## src/tlcd_pkg.sv

```systemverilog
// shared types and constants of the two-way lru cache directory
package tlcd_pkg;

   localparam int ADDR_BITS        = 32;
   // set count is a power of two so set and tag are a plain bit split
   localparam int SET_COUNT        = 64;
   localparam int LINE_OFFSET_BITS = 3;
   localparam int SET_BITS         = $clog2(SET_COUNT);
   localparam int TAG_BITS         = ADDR_BITS - LINE_OFFSET_BITS - SET_BITS;
   localparam int COUNT_BITS       = 32;

   localparam logic CMD_READ  = 1'b0;
   localparam logic CMD_WRITE = 1'b1;

   typedef struct packed {
      logic [ADDR_BITS-1:0] address;
      logic                 command;
   } req_type;

   typedef struct packed {
      logic                  hit;
      logic                  way;
      logic                  write_back;
      logic [COUNT_BITS-1:0] read_count;
      logic [COUNT_BITS-1:0] write_count;
      logic [COUNT_BITS-1:0] hit_count;
      logic [COUNT_BITS-1:0] miss_count;
      logic [COUNT_BITS-1:0] write_back_count;
   } rsp_type;

   typedef struct packed {
      logic                valid;
      logic                dirty;
      logic [TAG_BITS-1:0] tag;
   } way_entry_type;

   // one memory word holds both ways of a set and its most recently used way
   typedef struct packed {
      logic                recent;
      way_entry_type [1:0] ways;
   } set_entry_type;

   localparam int SET_ENTRY_BITS = $bits(set_entry_type);

   typedef struct packed {
      logic hit;
      logic way;
      logic write_back;
   } look_result_type;

endpackage

```

## src/tlcd_ram.sv

```systemverilog
// generic single-port-write, single-port-read ram with registered read
module tlcd_ram #(
   parameter int WIDTH = 8,
   parameter int DEPTH = 16
) (
   input  logic                     clock,
   input  logic                     wr_en,
   input  logic [$clog2(DEPTH)-1:0] wr_addr,
   input  logic [WIDTH-1:0]         wr_data,
   input  logic                     rd_en,
   input  logic [$clog2(DEPTH)-1:0] rd_addr,
   output logic [WIDTH-1:0]         rd_data
);

   logic [WIDTH-1:0] mem_ff [DEPTH];
   logic [WIDTH-1:0] rd_data_ff;

   always_ff @(posedge clock) begin
      if (wr_en) begin
         mem_ff[wr_addr] <= wr_data;
      end
      if (rd_en) begin
         rd_data_ff <= mem_ff[rd_addr];
      end
   end

   assign rd_data = rd_data_ff;

endmodule

```

## src/tlcd_lookup.sv

```systemverilog
// tag compare, victim choice and updated set entry for one transaction
module tlcd_lookup (
   input  tlcd_pkg::set_entry_type      entry,
   input  logic [tlcd_pkg::TAG_BITS-1:0] tag,
   input  logic                          command,
   output tlcd_pkg::set_entry_type      new_entry,
   output tlcd_pkg::look_result_type    result
);

   logic hit0;
   logic hit1;

   always_comb begin
      hit0 = entry.ways[0].valid && (entry.ways[0].tag == tag);
      hit1 = entry.ways[1].valid && (entry.ways[1].tag == tag);

      result            = '0;
      new_entry         = entry;
      if (hit0) begin
         result.hit = 1'b1;
         result.way = 1'b0;
      end else if (hit1) begin
         result.hit = 1'b1;
         result.way = 1'b1;
      end else begin
         // invalid way first, way 0 before way 1, else the lru way
         if (!entry.ways[0].valid) begin
            result.way = 1'b0;
         end else if (!entry.ways[1].valid) begin
            result.way = 1'b1;
         end else begin
            result.way = !entry.recent;
         end
         result.write_back = entry.ways[result.way].valid && entry.ways[result.way].dirty;
         new_entry.ways[result.way].valid = 1'b1;
         new_entry.ways[result.way].dirty = 1'b0;
         new_entry.ways[result.way].tag   = tag;
      end
      new_entry.recent = result.way;
      if (command == tlcd_pkg::CMD_WRITE) begin
         new_entry.ways[result.way].dirty = 1'b1;
      end
   end

endmodule

```

## src/two_way_lru_cache_directory.sv

```systemverilog
// top level of the two-way lru cache directory
//
// channel  dir  signals
// req      in   req_valid, req_ready, req_payload (address, command)
// rsp      out  rsp_valid, rsp_ready, rsp_payload (hit, way, write_back, counts)
//
// one transaction per cycle sustained while rsp is not stalled; an accepted transaction
// meets its registered directory ram read in the lookup stage; its result is registered
// the set entry is written back as the result is registered; a forwarding register
// holds the last written set so a back-to-back access to it sees fresh data
// reset clears per-set valid flags in flops, so there is no clearing pass; counters zero
// a result held on rsp stalls the lookup stage, which then drops req_ready
module two_way_lru_cache_directory (
   input  logic              clock,
   input  logic              reset,
   input  logic              req_valid,
   output logic              req_ready,
   input  tlcd_pkg::req_type req_payload,
   output logic              rsp_valid,
   input  logic              rsp_ready,
   output tlcd_pkg::rsp_type rsp_payload
);

   logic [tlcd_pkg::SET_BITS-1:0] req_set;
   logic [tlcd_pkg::TAG_BITS-1:0] req_tag;
   logic                          accept;
   logic                          out_free;
   logic                          advance;
   logic                          fwd_match;

   // lookup stage
   logic                          lk_valid_ff, lk_valid_in;
   logic [tlcd_pkg::SET_BITS-1:0] lk_set_ff, lk_set_in;
   logic [tlcd_pkg::TAG_BITS-1:0] lk_tag_ff, lk_tag_in;
   logic                          lk_command_ff, lk_command_in;

   // last written set entry
   logic                          fwd_valid_ff, fwd_valid_in;
   logic [tlcd_pkg::SET_BITS-1:0] fwd_set_ff, fwd_set_in;
   tlcd_pkg::set_entry_type       fwd_data_ff, fwd_data_in;

   logic [tlcd_pkg::SET_COUNT-1:0] set_init_ff, set_init_in;

   logic [tlcd_pkg::COUNT_BITS-1:0] read_cnt_ff, read_cnt_in;
   logic [tlcd_pkg::COUNT_BITS-1:0] write_cnt_ff, write_cnt_in;
   logic [tlcd_pkg::COUNT_BITS-1:0] hit_cnt_ff, hit_cnt_in;
   logic [tlcd_pkg::COUNT_BITS-1:0] miss_cnt_ff, miss_cnt_in;
   logic [tlcd_pkg::COUNT_BITS-1:0] wb_cnt_ff, wb_cnt_in;

   logic              rsp_valid_ff, rsp_valid_in;
   tlcd_pkg::rsp_type rsp_data_ff, rsp_data_in;

   logic [tlcd_pkg::SET_ENTRY_BITS-1:0] ram_rd_data;
   tlcd_pkg::set_entry_type             cur_entry;
   tlcd_pkg::set_entry_type             new_entry;
   tlcd_pkg::look_result_type           look;

   always_comb begin
      req_set   = req_payload.address[tlcd_pkg::LINE_OFFSET_BITS +: tlcd_pkg::SET_BITS];
      req_tag   = req_payload.address[tlcd_pkg::ADDR_BITS-1 -: tlcd_pkg::TAG_BITS];
      out_free  = !rsp_valid_ff || rsp_ready;
      advance   = lk_valid_ff && out_free;
      req_ready = !lk_valid_ff || out_free;
      accept    = req_valid && req_ready;
      fwd_match = fwd_valid_ff && (fwd_set_ff == lk_set_ff);
      if (fwd_match) begin
         cur_entry = fwd_data_ff;
      end else if (set_init_ff[lk_set_ff]) begin
         cur_entry = tlcd_pkg::set_entry_type'(ram_rd_data);
      end else begin
         cur_entry = '0;
      end
   end

   tlcd_ram #(
      .WIDTH(tlcd_pkg::SET_ENTRY_BITS),
      .DEPTH(tlcd_pkg::SET_COUNT)
   ) u_dir_ram (
      .clock  (clock),
      .wr_en  (advance),
      .wr_addr(lk_set_ff),
      .wr_data(new_entry),
      .rd_en  (accept),
      .rd_addr(req_set),
      .rd_data(ram_rd_data)
   );

   tlcd_lookup u_lookup (
      .entry    (cur_entry),
      .tag      (lk_tag_ff),
      .command  (lk_command_ff),
      .new_entry(new_entry),
      .result   (look)
   );

   always_comb begin
      lk_valid_in   = accept ? 1'b1 : (advance ? 1'b0 : lk_valid_ff);
      lk_set_in     = accept ? req_set : lk_set_ff;
      lk_tag_in     = accept ? req_tag : lk_tag_ff;
      lk_command_in = accept ? req_payload.command : lk_command_ff;

      fwd_valid_in = fwd_valid_ff || advance;
      fwd_set_in   = advance ? lk_set_ff : fwd_set_ff;
      fwd_data_in  = advance ? new_entry : fwd_data_ff;

      set_init_in = set_init_ff;
      read_cnt_in  = read_cnt_ff;
      write_cnt_in = write_cnt_ff;
      hit_cnt_in   = hit_cnt_ff;
      miss_cnt_in  = miss_cnt_ff;
      wb_cnt_in    = wb_cnt_ff;
      if (advance) begin
         set_init_in[lk_set_ff] = 1'b1;
         if (lk_command_ff == tlcd_pkg::CMD_WRITE) begin
            write_cnt_in = write_cnt_ff + 1'b1;
         end else begin
            read_cnt_in = read_cnt_ff + 1'b1;
         end
         if (look.hit) begin
            hit_cnt_in = hit_cnt_ff + 1'b1;
         end else begin
            miss_cnt_in = miss_cnt_ff + 1'b1;
         end
         if (look.write_back) begin
            wb_cnt_in = wb_cnt_ff + 1'b1;
         end
      end

      rsp_valid_in = advance ? 1'b1 : (rsp_ready ? 1'b0 : rsp_valid_ff);
      rsp_data_in  = rsp_data_ff;
      if (advance) begin
         rsp_data_in.hit              = look.hit;
         rsp_data_in.way              = look.way;
         rsp_data_in.write_back       = look.write_back;
         rsp_data_in.read_count       = read_cnt_in;
         rsp_data_in.write_count      = write_cnt_in;
         rsp_data_in.hit_count        = hit_cnt_in;
         rsp_data_in.miss_count       = miss_cnt_in;
         rsp_data_in.write_back_count = wb_cnt_in;
      end
   end

   always_ff @(posedge clock) begin
      if (reset) begin
         lk_valid_ff  <= 1'b0;
         fwd_valid_ff <= 1'b0;
         set_init_ff  <= '0;
         read_cnt_ff  <= '0;
         write_cnt_ff <= '0;
         hit_cnt_ff   <= '0;
         miss_cnt_ff  <= '0;
         wb_cnt_ff    <= '0;
         rsp_valid_ff <= 1'b0;
      end else begin
         lk_valid_ff  <= lk_valid_in;
         fwd_valid_ff <= fwd_valid_in;
         set_init_ff  <= set_init_in;
         read_cnt_ff  <= read_cnt_in;
         write_cnt_ff <= write_cnt_in;
         hit_cnt_ff   <= hit_cnt_in;
         miss_cnt_ff  <= miss_cnt_in;
         wb_cnt_ff    <= wb_cnt_in;
         rsp_valid_ff <= rsp_valid_in;
      end
      lk_set_ff     <= lk_set_in;
      lk_tag_ff     <= lk_tag_in;
      lk_command_ff <= lk_command_in;
      fwd_set_ff    <= fwd_set_in;
      fwd_data_ff   <= fwd_data_in;
      rsp_data_ff   <= rsp_data_in;
   end

   assign rsp_valid   = rsp_valid_ff;
   assign rsp_payload = rsp_data_ff;

   // a dirty victim is only ever reported on a miss
   assert property (@(posedge clock) disable iff (reset)
      rsp_valid_ff |-> !(rsp_data_ff.hit && rsp_data_ff.write_back))
      else $error("write-back reported on a hit");

   // every transaction counts once as read or write and once as hit or miss
   assert property (@(posedge clock) disable iff (reset)
      (hit_cnt_ff + miss_cnt_ff) == (read_cnt_ff + write_cnt_ff))
      else $error("hit and miss counts disagree with transaction counts");

   // a stalled lookup keeps its set and tag
   assert property (@(posedge clock) disable iff (reset)
      (lk_valid_ff && !out_free) |=>
         (lk_valid_ff && $stable(lk_set_ff) && $stable(lk_tag_ff)))
      else $error("lookup stage lost its transaction during a stall");

endmodule
```

## config.mk

```make
export PLATFORM = sky130hd
export DESIGN_NAME = two_way_lru_cache_directory
export DESIGN_NICKNAME = d
export VERILOG_FILES = /design/src/tlcd_pkg.sv /design/src/tlcd_ram.sv /design/src/tlcd_lookup.sv /design/src/two_way_lru_cache_directory.sv
export SDC_FILE = /design/constraint.sdc
export NUM_CORES = 2
export LEC_CHECK = 0
export ABC_AREA = 0
export BUFFER_PORTS_ARGS = -buffer_cell sky130_fd_sc_hd__buf_2
export CAP_MARGIN = 40
export CORE_ASPECT_RATIO = 0.8
export CORE_MARGIN = 2
export CORE_UTILIZATION = 40
export CTS_BUF_LIST = sky130_fd_sc_hd__clkbuf_8
export CTS_CLUSTER_SIZE = 40
export DETAILED_ROUTE_END_ITERATION = 8
export GPL_ROUTABILITY_DRIVEN = 0
export PLACE_DENSITY = 0.63
export SYNTH_ARGS = -nofsm -noshare
export SYNTH_HDL_FRONTEND = slang
export SYNTH_SLANG_ARGS = --single-unit
```

## constraint.sdc

```tcl
create_clock -name clock -period 15.3 [get_ports clock]
set_input_delay 1.53 -clock clock [delete_from_list [all_inputs] [get_ports clock]]
set_output_delay 1.53 -clock clock [all_outputs]
set_load 0.02 [all_outputs]
```

Word-level counts from Yosys, hierarchy flattened
Memories as Yosys holds them, arrays and structs flattened. A register that Yosys moved wholly into a read port is not among the register bits. Index checks and enable logic that the tools add are counted.

Flip-flop bits (word level): 476. Memory bits (writable): 3264. Input port bits: 37. Output and inout port bits: 165. Memories: 1.

Memories: u_dir_ram.mem_ff (words 64, bits a word 51, read ports 1, clocked after memory_dff 1, write ports 1, RTL line tlcd_ram.sv:15) `logic [WIDTH-1:0] mem_ff [DEPTH];`.

Add/sub/neg operators: 5. Order comparisons: 6. Eq/ne operators: 3. Multiplexer cells: 48. Bitwise operators: 1. Reductions and logical operators: 17.

Operators with widths (count): $mux 32 (10); $bwmux 50 (4); $add 32x1->32 const B (5); $mux 50 (3); $mux 51 (2); $demux 25 s1 (4); $mux 25 (3); $or 64x64->64 (1); $mux 24 (2); $eq 23x23->1 (2); $mux 23 (1); $mux 1 (16); $logic_and 1x1->1 (9); $lt 6x7->1 const B (1); $bmux 1 s6 (1); $demux 1 s6 (1); $eq 6x6->1 (1); $ge 6x1->1 const B (1); $lt 1x2->1 const B (2); $reduce_bool 2->1 (2); $logic_not 1->1 (3); $logic_or 1x1->1 (3); $ge 1x1->1 const B (2); $mux 2 (1).

Longest topological paths before layout
Depth after elaboration: 20. Depth in mapped cells: 18.

Hierarchy
Synthesis repeated with hierarchy kept, for this count alone.

Cells, all modules: 6939. Area, all modules: 145632.2 sq um.

By module, submodules not included: tlcd_ram (times used 1, cells each 5186, area an instance 125130.0 sq um); two_way_lru_cache_directory (times used 1, cells each 1618, area an instance 19192.2 sq um); tlcd_lookup (times used 1, cells each 135, area an instance 1310.0 sq um).

Least setup slack after synthesis
No wires, ideal clock.

Path kind: input -> register. From: input port rsp_ready. To: memory u_dir_ram.mem_ff[49][0] (netlist bit), enable pin. Library setup time: 0.525 ns. Arrival: 12.741 ns. Required time: 14.775 ns. Slack: 2.034 ns. Stages on the path: 7. Path buffers: 2. Cell sequence: nor2b_1 -> nand2b_1 -> inv_1 -> clkbuf_1 -> clkbuf_1 -> nand3_1 -> nor3_1.

Word-level cells in the longest chain between the ends: 4.

Ends and longest elaborated chain: start, declared (RTL line two_way_lru_cache_directory.sv:20) `input logic rsp_ready,`; $logic_or 1x1->1 (RTL line two_way_lru_cache_directory.sv:61) `out_free = !rsp_valid_ff || rsp_ready;`; $logic_and 1x1->1 (RTL line two_way_lru_cache_directory.sv:62) `advance = lk_valid_ff && out_free;`; named net advance (RTL line two_way_lru_cache_directory.sv:28) `logic advance;`; $mux 1 (RTL line tlcd_ram.sv:19) `if (wr_en) begin`; $mux 1 (not written as such) (RTL line tlcd_ram.sv:20) `mem_ff[wr_addr] <= wr_data;`; end, declared (RTL line tlcd_ram.sv:15).

The timed path passes the listed nets, and every way through them passes these cells.

==> impl_results.md <==
* F_max at 0.136 GHz
* Vias per Instance at 5.95
* Area delta synth->final at 13.6%
* CTS tree: built
* Vias in the first global route at 74219
* Routed Wire Length at 409000 um
* Max Root-Sink Buffers at 4
* CTS hold repair buffers at 0
* Critical Path End: u_dir_ram.mem_ff[45][7]
* Most used flip-flop cell after synthesis: edfxtp_1
* GRT Util Overall at 21.5%
* Buf/Inv on CP at 4
* Min-Delay Path Class: reg2reg
* Max Slew Vio Count at 0
* Clk root buf: clkbuf_8
* Grt met3 use at 5.73%
* Met2 GRT Util at 31.7%
* Met1 Use GR at 31.7%
* CP peak stage delay at 0.81 ns
* Status: finished, violations left
* Register-to-Register Path Depth at 14
* NumNets Final at 7540
* Routed length per instance at 31.9 um
* Worst Setup SP: lk_set_ff[0]
* Setup crit end kind: flip-flop
* Clock skew at 0.110 ns
* R2R setup slack at 7.97 ns
* Tmin final at 7.33 ns
* Commonest non-fill, non-tap cell in the layout: edfxtp_1
* Post-DP HPWL at 225000 um
* Clk Latency, worst-skew pair at 1.09 ns
* Fin. Hold Viols at 0
* Max-cap violations at 0
* Antenna Nets Post-Route at 0
* Share of layout cells above drive strength 1 at 30.7%
* Mapped Cells at 6799
* Placed Cells at 11823
* Design Power at 20.5 mW
* Largest net degree at the start of global routing at 123
* Worst setup margin at 7.97 ns
* Final setup viols at 0
* Worst VDD drop at 73.3 uV
* Initial antenna violation count at 17
* Clk sink count at 3791
* CP max stage cell: nor3_2
* R2r startpoint: lk_set_ff[0]
* DR vias at 76197
* Resized Gates After CTS at 0
* Synth warn at 0
* Post-CTS Setup Bufs at 0
* Worst Setup Start Kind: flip-flop
* FF+latch count, synth at 3791
* H-tree Lvls at 6
* Max-Slew Margin vs Limit at 32.0%
* Worst R2R End: u_dir_ram.mem_ff[45][7]
* Die extent in x at 681 um
* # rows at 198
* Setup Slack @ Placement at 8.19 ns
* Fraction of the yosys area taken by sequential cells at 76.1%
* Yosys cell types at 88
* Pwr Density at 123 mW/mm2
* CTS Buf Count at 569
* Worst path most repeated cell: buf_4
* GRT Max-Usage Layer: met2
* Iter 0 DRT Violations at 11774
* Stages on worst setup path at 14
* Tightest Pin Transition at 1.02 ns
* Worst EP required at 16.04 ns
* Core box area at 0.364 mm2
* Synth Area per Inst at 21.6 um2
* Final Non-Filler Cells at 12811
* Pre-Repair DR Iteration Count at 9
* Top-Level Pins at 202
* Post-Syn Nets at 6841
* Failing checks: DRC
* TNS Setup at 0 ns
* Starting Density at 40.2%
* First-pass GRT wire length at 567000 um
* DRC errors left at 186
* Total gr overflow at 0
* Most frequent cells in the layout: edfxtp_1, mux4_2, clkbuf_8
* Asr flop ratio synth at 0%
* CP arrival at 8.07 ns
* RSZ-0062 raised after global routing: false
* Die ar. at 0.372 mm2
* Synthesized area at 0.147 mm2
* CP Max Fanout at 72
* CP Class: reg2reg
* Post-synth EDFFs at 3564
* Die Ht at 546 um
* CTS clk-pin slew, worst paths at 0.07 ns
* Tcrit/Tclk final at 47.9%
* Port buffer count at 198
* Top Family by Delay on Critical Path: simple AND/OR/NAND/NOR gates
* Leak at 53.4 nW
* CP Cell Sequence: buf_4 -> mux4_2 -> mux2i_1 -> o22ai_1 -> or4_1 -> nor3_2 -> o311ai_0 -> and3_1 -> a31oi_4 -> buf_4 -> and2_2 -> buf_4 -> mux2_2 -> buf_16
stage by stage:
step	instance area (um2)	utilization, %	hold slack, ns
final	167000	45.7	0.469
after global routing	167000	45.7	0.494
after CTS	167000	45.7	0.473
after detailed placement	156000	42.9	0.458
after global placement	155000	42.5	0.451
after floorplan	147000	-	0.421
worst min-delay path, cell delays in order (launching register included):
cell and delay [ns]:
dfxtp_1 0.32, nor2_1 0.04, nor2_1 0.07
per-layer routing:
| metal | vias up | part of all wire, % |
|---|---|---|
| met5 | - | 0.0066 |
| met4 | 4 | 2.7 |
| met3 | 729 | 12 |
| met2 | 4837 | 45 |
| met1 | 40731 | 40 |
| li1 | 29896 | - |
where the power goes:
part           internal (mW)  leakage, nW  total (mW)  switching, mW
Sequential              11.6         34.1        11.7         0.0660
Combinational          0.431         13.5        1.20          0.766
Clock                   3.76         5.77        7.64           3.88
cells by family (layout without fill, tap and decap cells):
logic type | Yosys count | after routing | synth area share (%)
other | 0 | 5 | 0
and+or+nand+nor | 953 | 953 | 3.23
adders and majority gates | 5 | 5 | 0.0427
buffers and inverters | 409 | 1516 | 1.14
AOI/OAI and AO/OA | 350 | 350 | 1.65
xor gates and xnor gates | 127 | 127 | 0.763
DFF | 3791 | 3791 | 76.1
muxes | 1164 | 1164 | 17.1
registers in the layout, summed over array words and instances (netlist names), 6 cells and up:
register           flops
fwd_data_ff           50
u_dir_ram.mem_ff    3264
set_init_ff           64
miss_cnt_ff           32
lk_set_ff              6
u_dir_ram.rd_data     51
read_cnt_ff           32
rsp_payload          163
wb_cnt_ff             32
hit_cnt_ff            32
write_cnt_ff          32
lk_tag_ff             23
fwd_set_ff             6
worst min-delay path by stage:
stage,slack [ns],cells after the start,endpoint,from
2_1_floorplan,0.42,0,fwd_set_ff[2],lk_set_ff[2]
3_3_place_gp,0.45,2,set_init_ff[48],set_init_ff[48]
3_5_place_dp,0.46,2,set_init_ff[34],set_init_ff[34]
4_1_cts,0.47,2,set_init_ff[23],set_init_ff[23]
5_1_grt,0.49,2,set_init_ff[23],set_init_ff[23]
6_report,0.47,2,set_init_ff[24],set_init_ff[24]
Yosys cell counts (5+ instances only):
master / n / area share (%)
dfxtp_1: 227 / 3.1
buf_4: 12 / 0.061
buf_1: 91 / 0.23
and3_1: 57 / 0.24
nand4_1: 35 / 0.15
a21oi_1: 96 / 0.33
mux4_2: 1066 / 16
a31o_2: 5 / 0.030
nand2_1: 198 / 0.51
a2111oi_0: 6 / 0.036
xnor2_1: 65 / 0.39
nor3_1: 27 / 0.092
xor2_1: 61 / 0.36
ha_1: 5 / 0.043
a31oi_1: 16 / 0.068
a311oi_1: 8 / 0.048
inv_1: 54 / 0.14
o21ai_0: 49 / 0.17
nor4_1: 10 / 0.043
nor2_1: 273 / 0.70
mux2_2: 73 / 0.56
or4_1: 28 / 0.14
nand2b_1: 8 / 0.034
o31ai_1: 26 / 0.13
nor2b_1: 123 / 0.52
a22oi_1: 14 / 0.072
a21boi_0: 6 / 0.031
buf_2: 26 / 0.089
mux2i_1: 21 / 0.14
buf_6: 7 / 0.054
o22ai_1: 15 / 0.064
a221oi_1: 12 / 0.072
edfxtp_1: 3564 / 73
or3_1: 29 / 0.12
o211ai_1: 11 / 0.056
nand3_1: 112 / 0.38
and2_1: 12 / 0.051
nand3b_1: 8 / 0.041
o2111ai_1: 8 / 0.048
and4_1: 11 / 0.066
a22o_1: 23 / 0.14
clkbuf_1: 218 / 0.56
a211oi_1: 8 / 0.041
final cells by class:
type / count / area, um2
clock inverter: 387 / 1970
multi-input combinational: 2599 / 34300
timing repair buffer: 482 / 4320
fill: 30039 / 198000
tap: 4900 / 6130
sequential: 3791 / 112000
clock buffer: 592 / 8150
inverter: 55 / 214
antenna: 5 / 12.5
(Power assumes the default switching activity.)
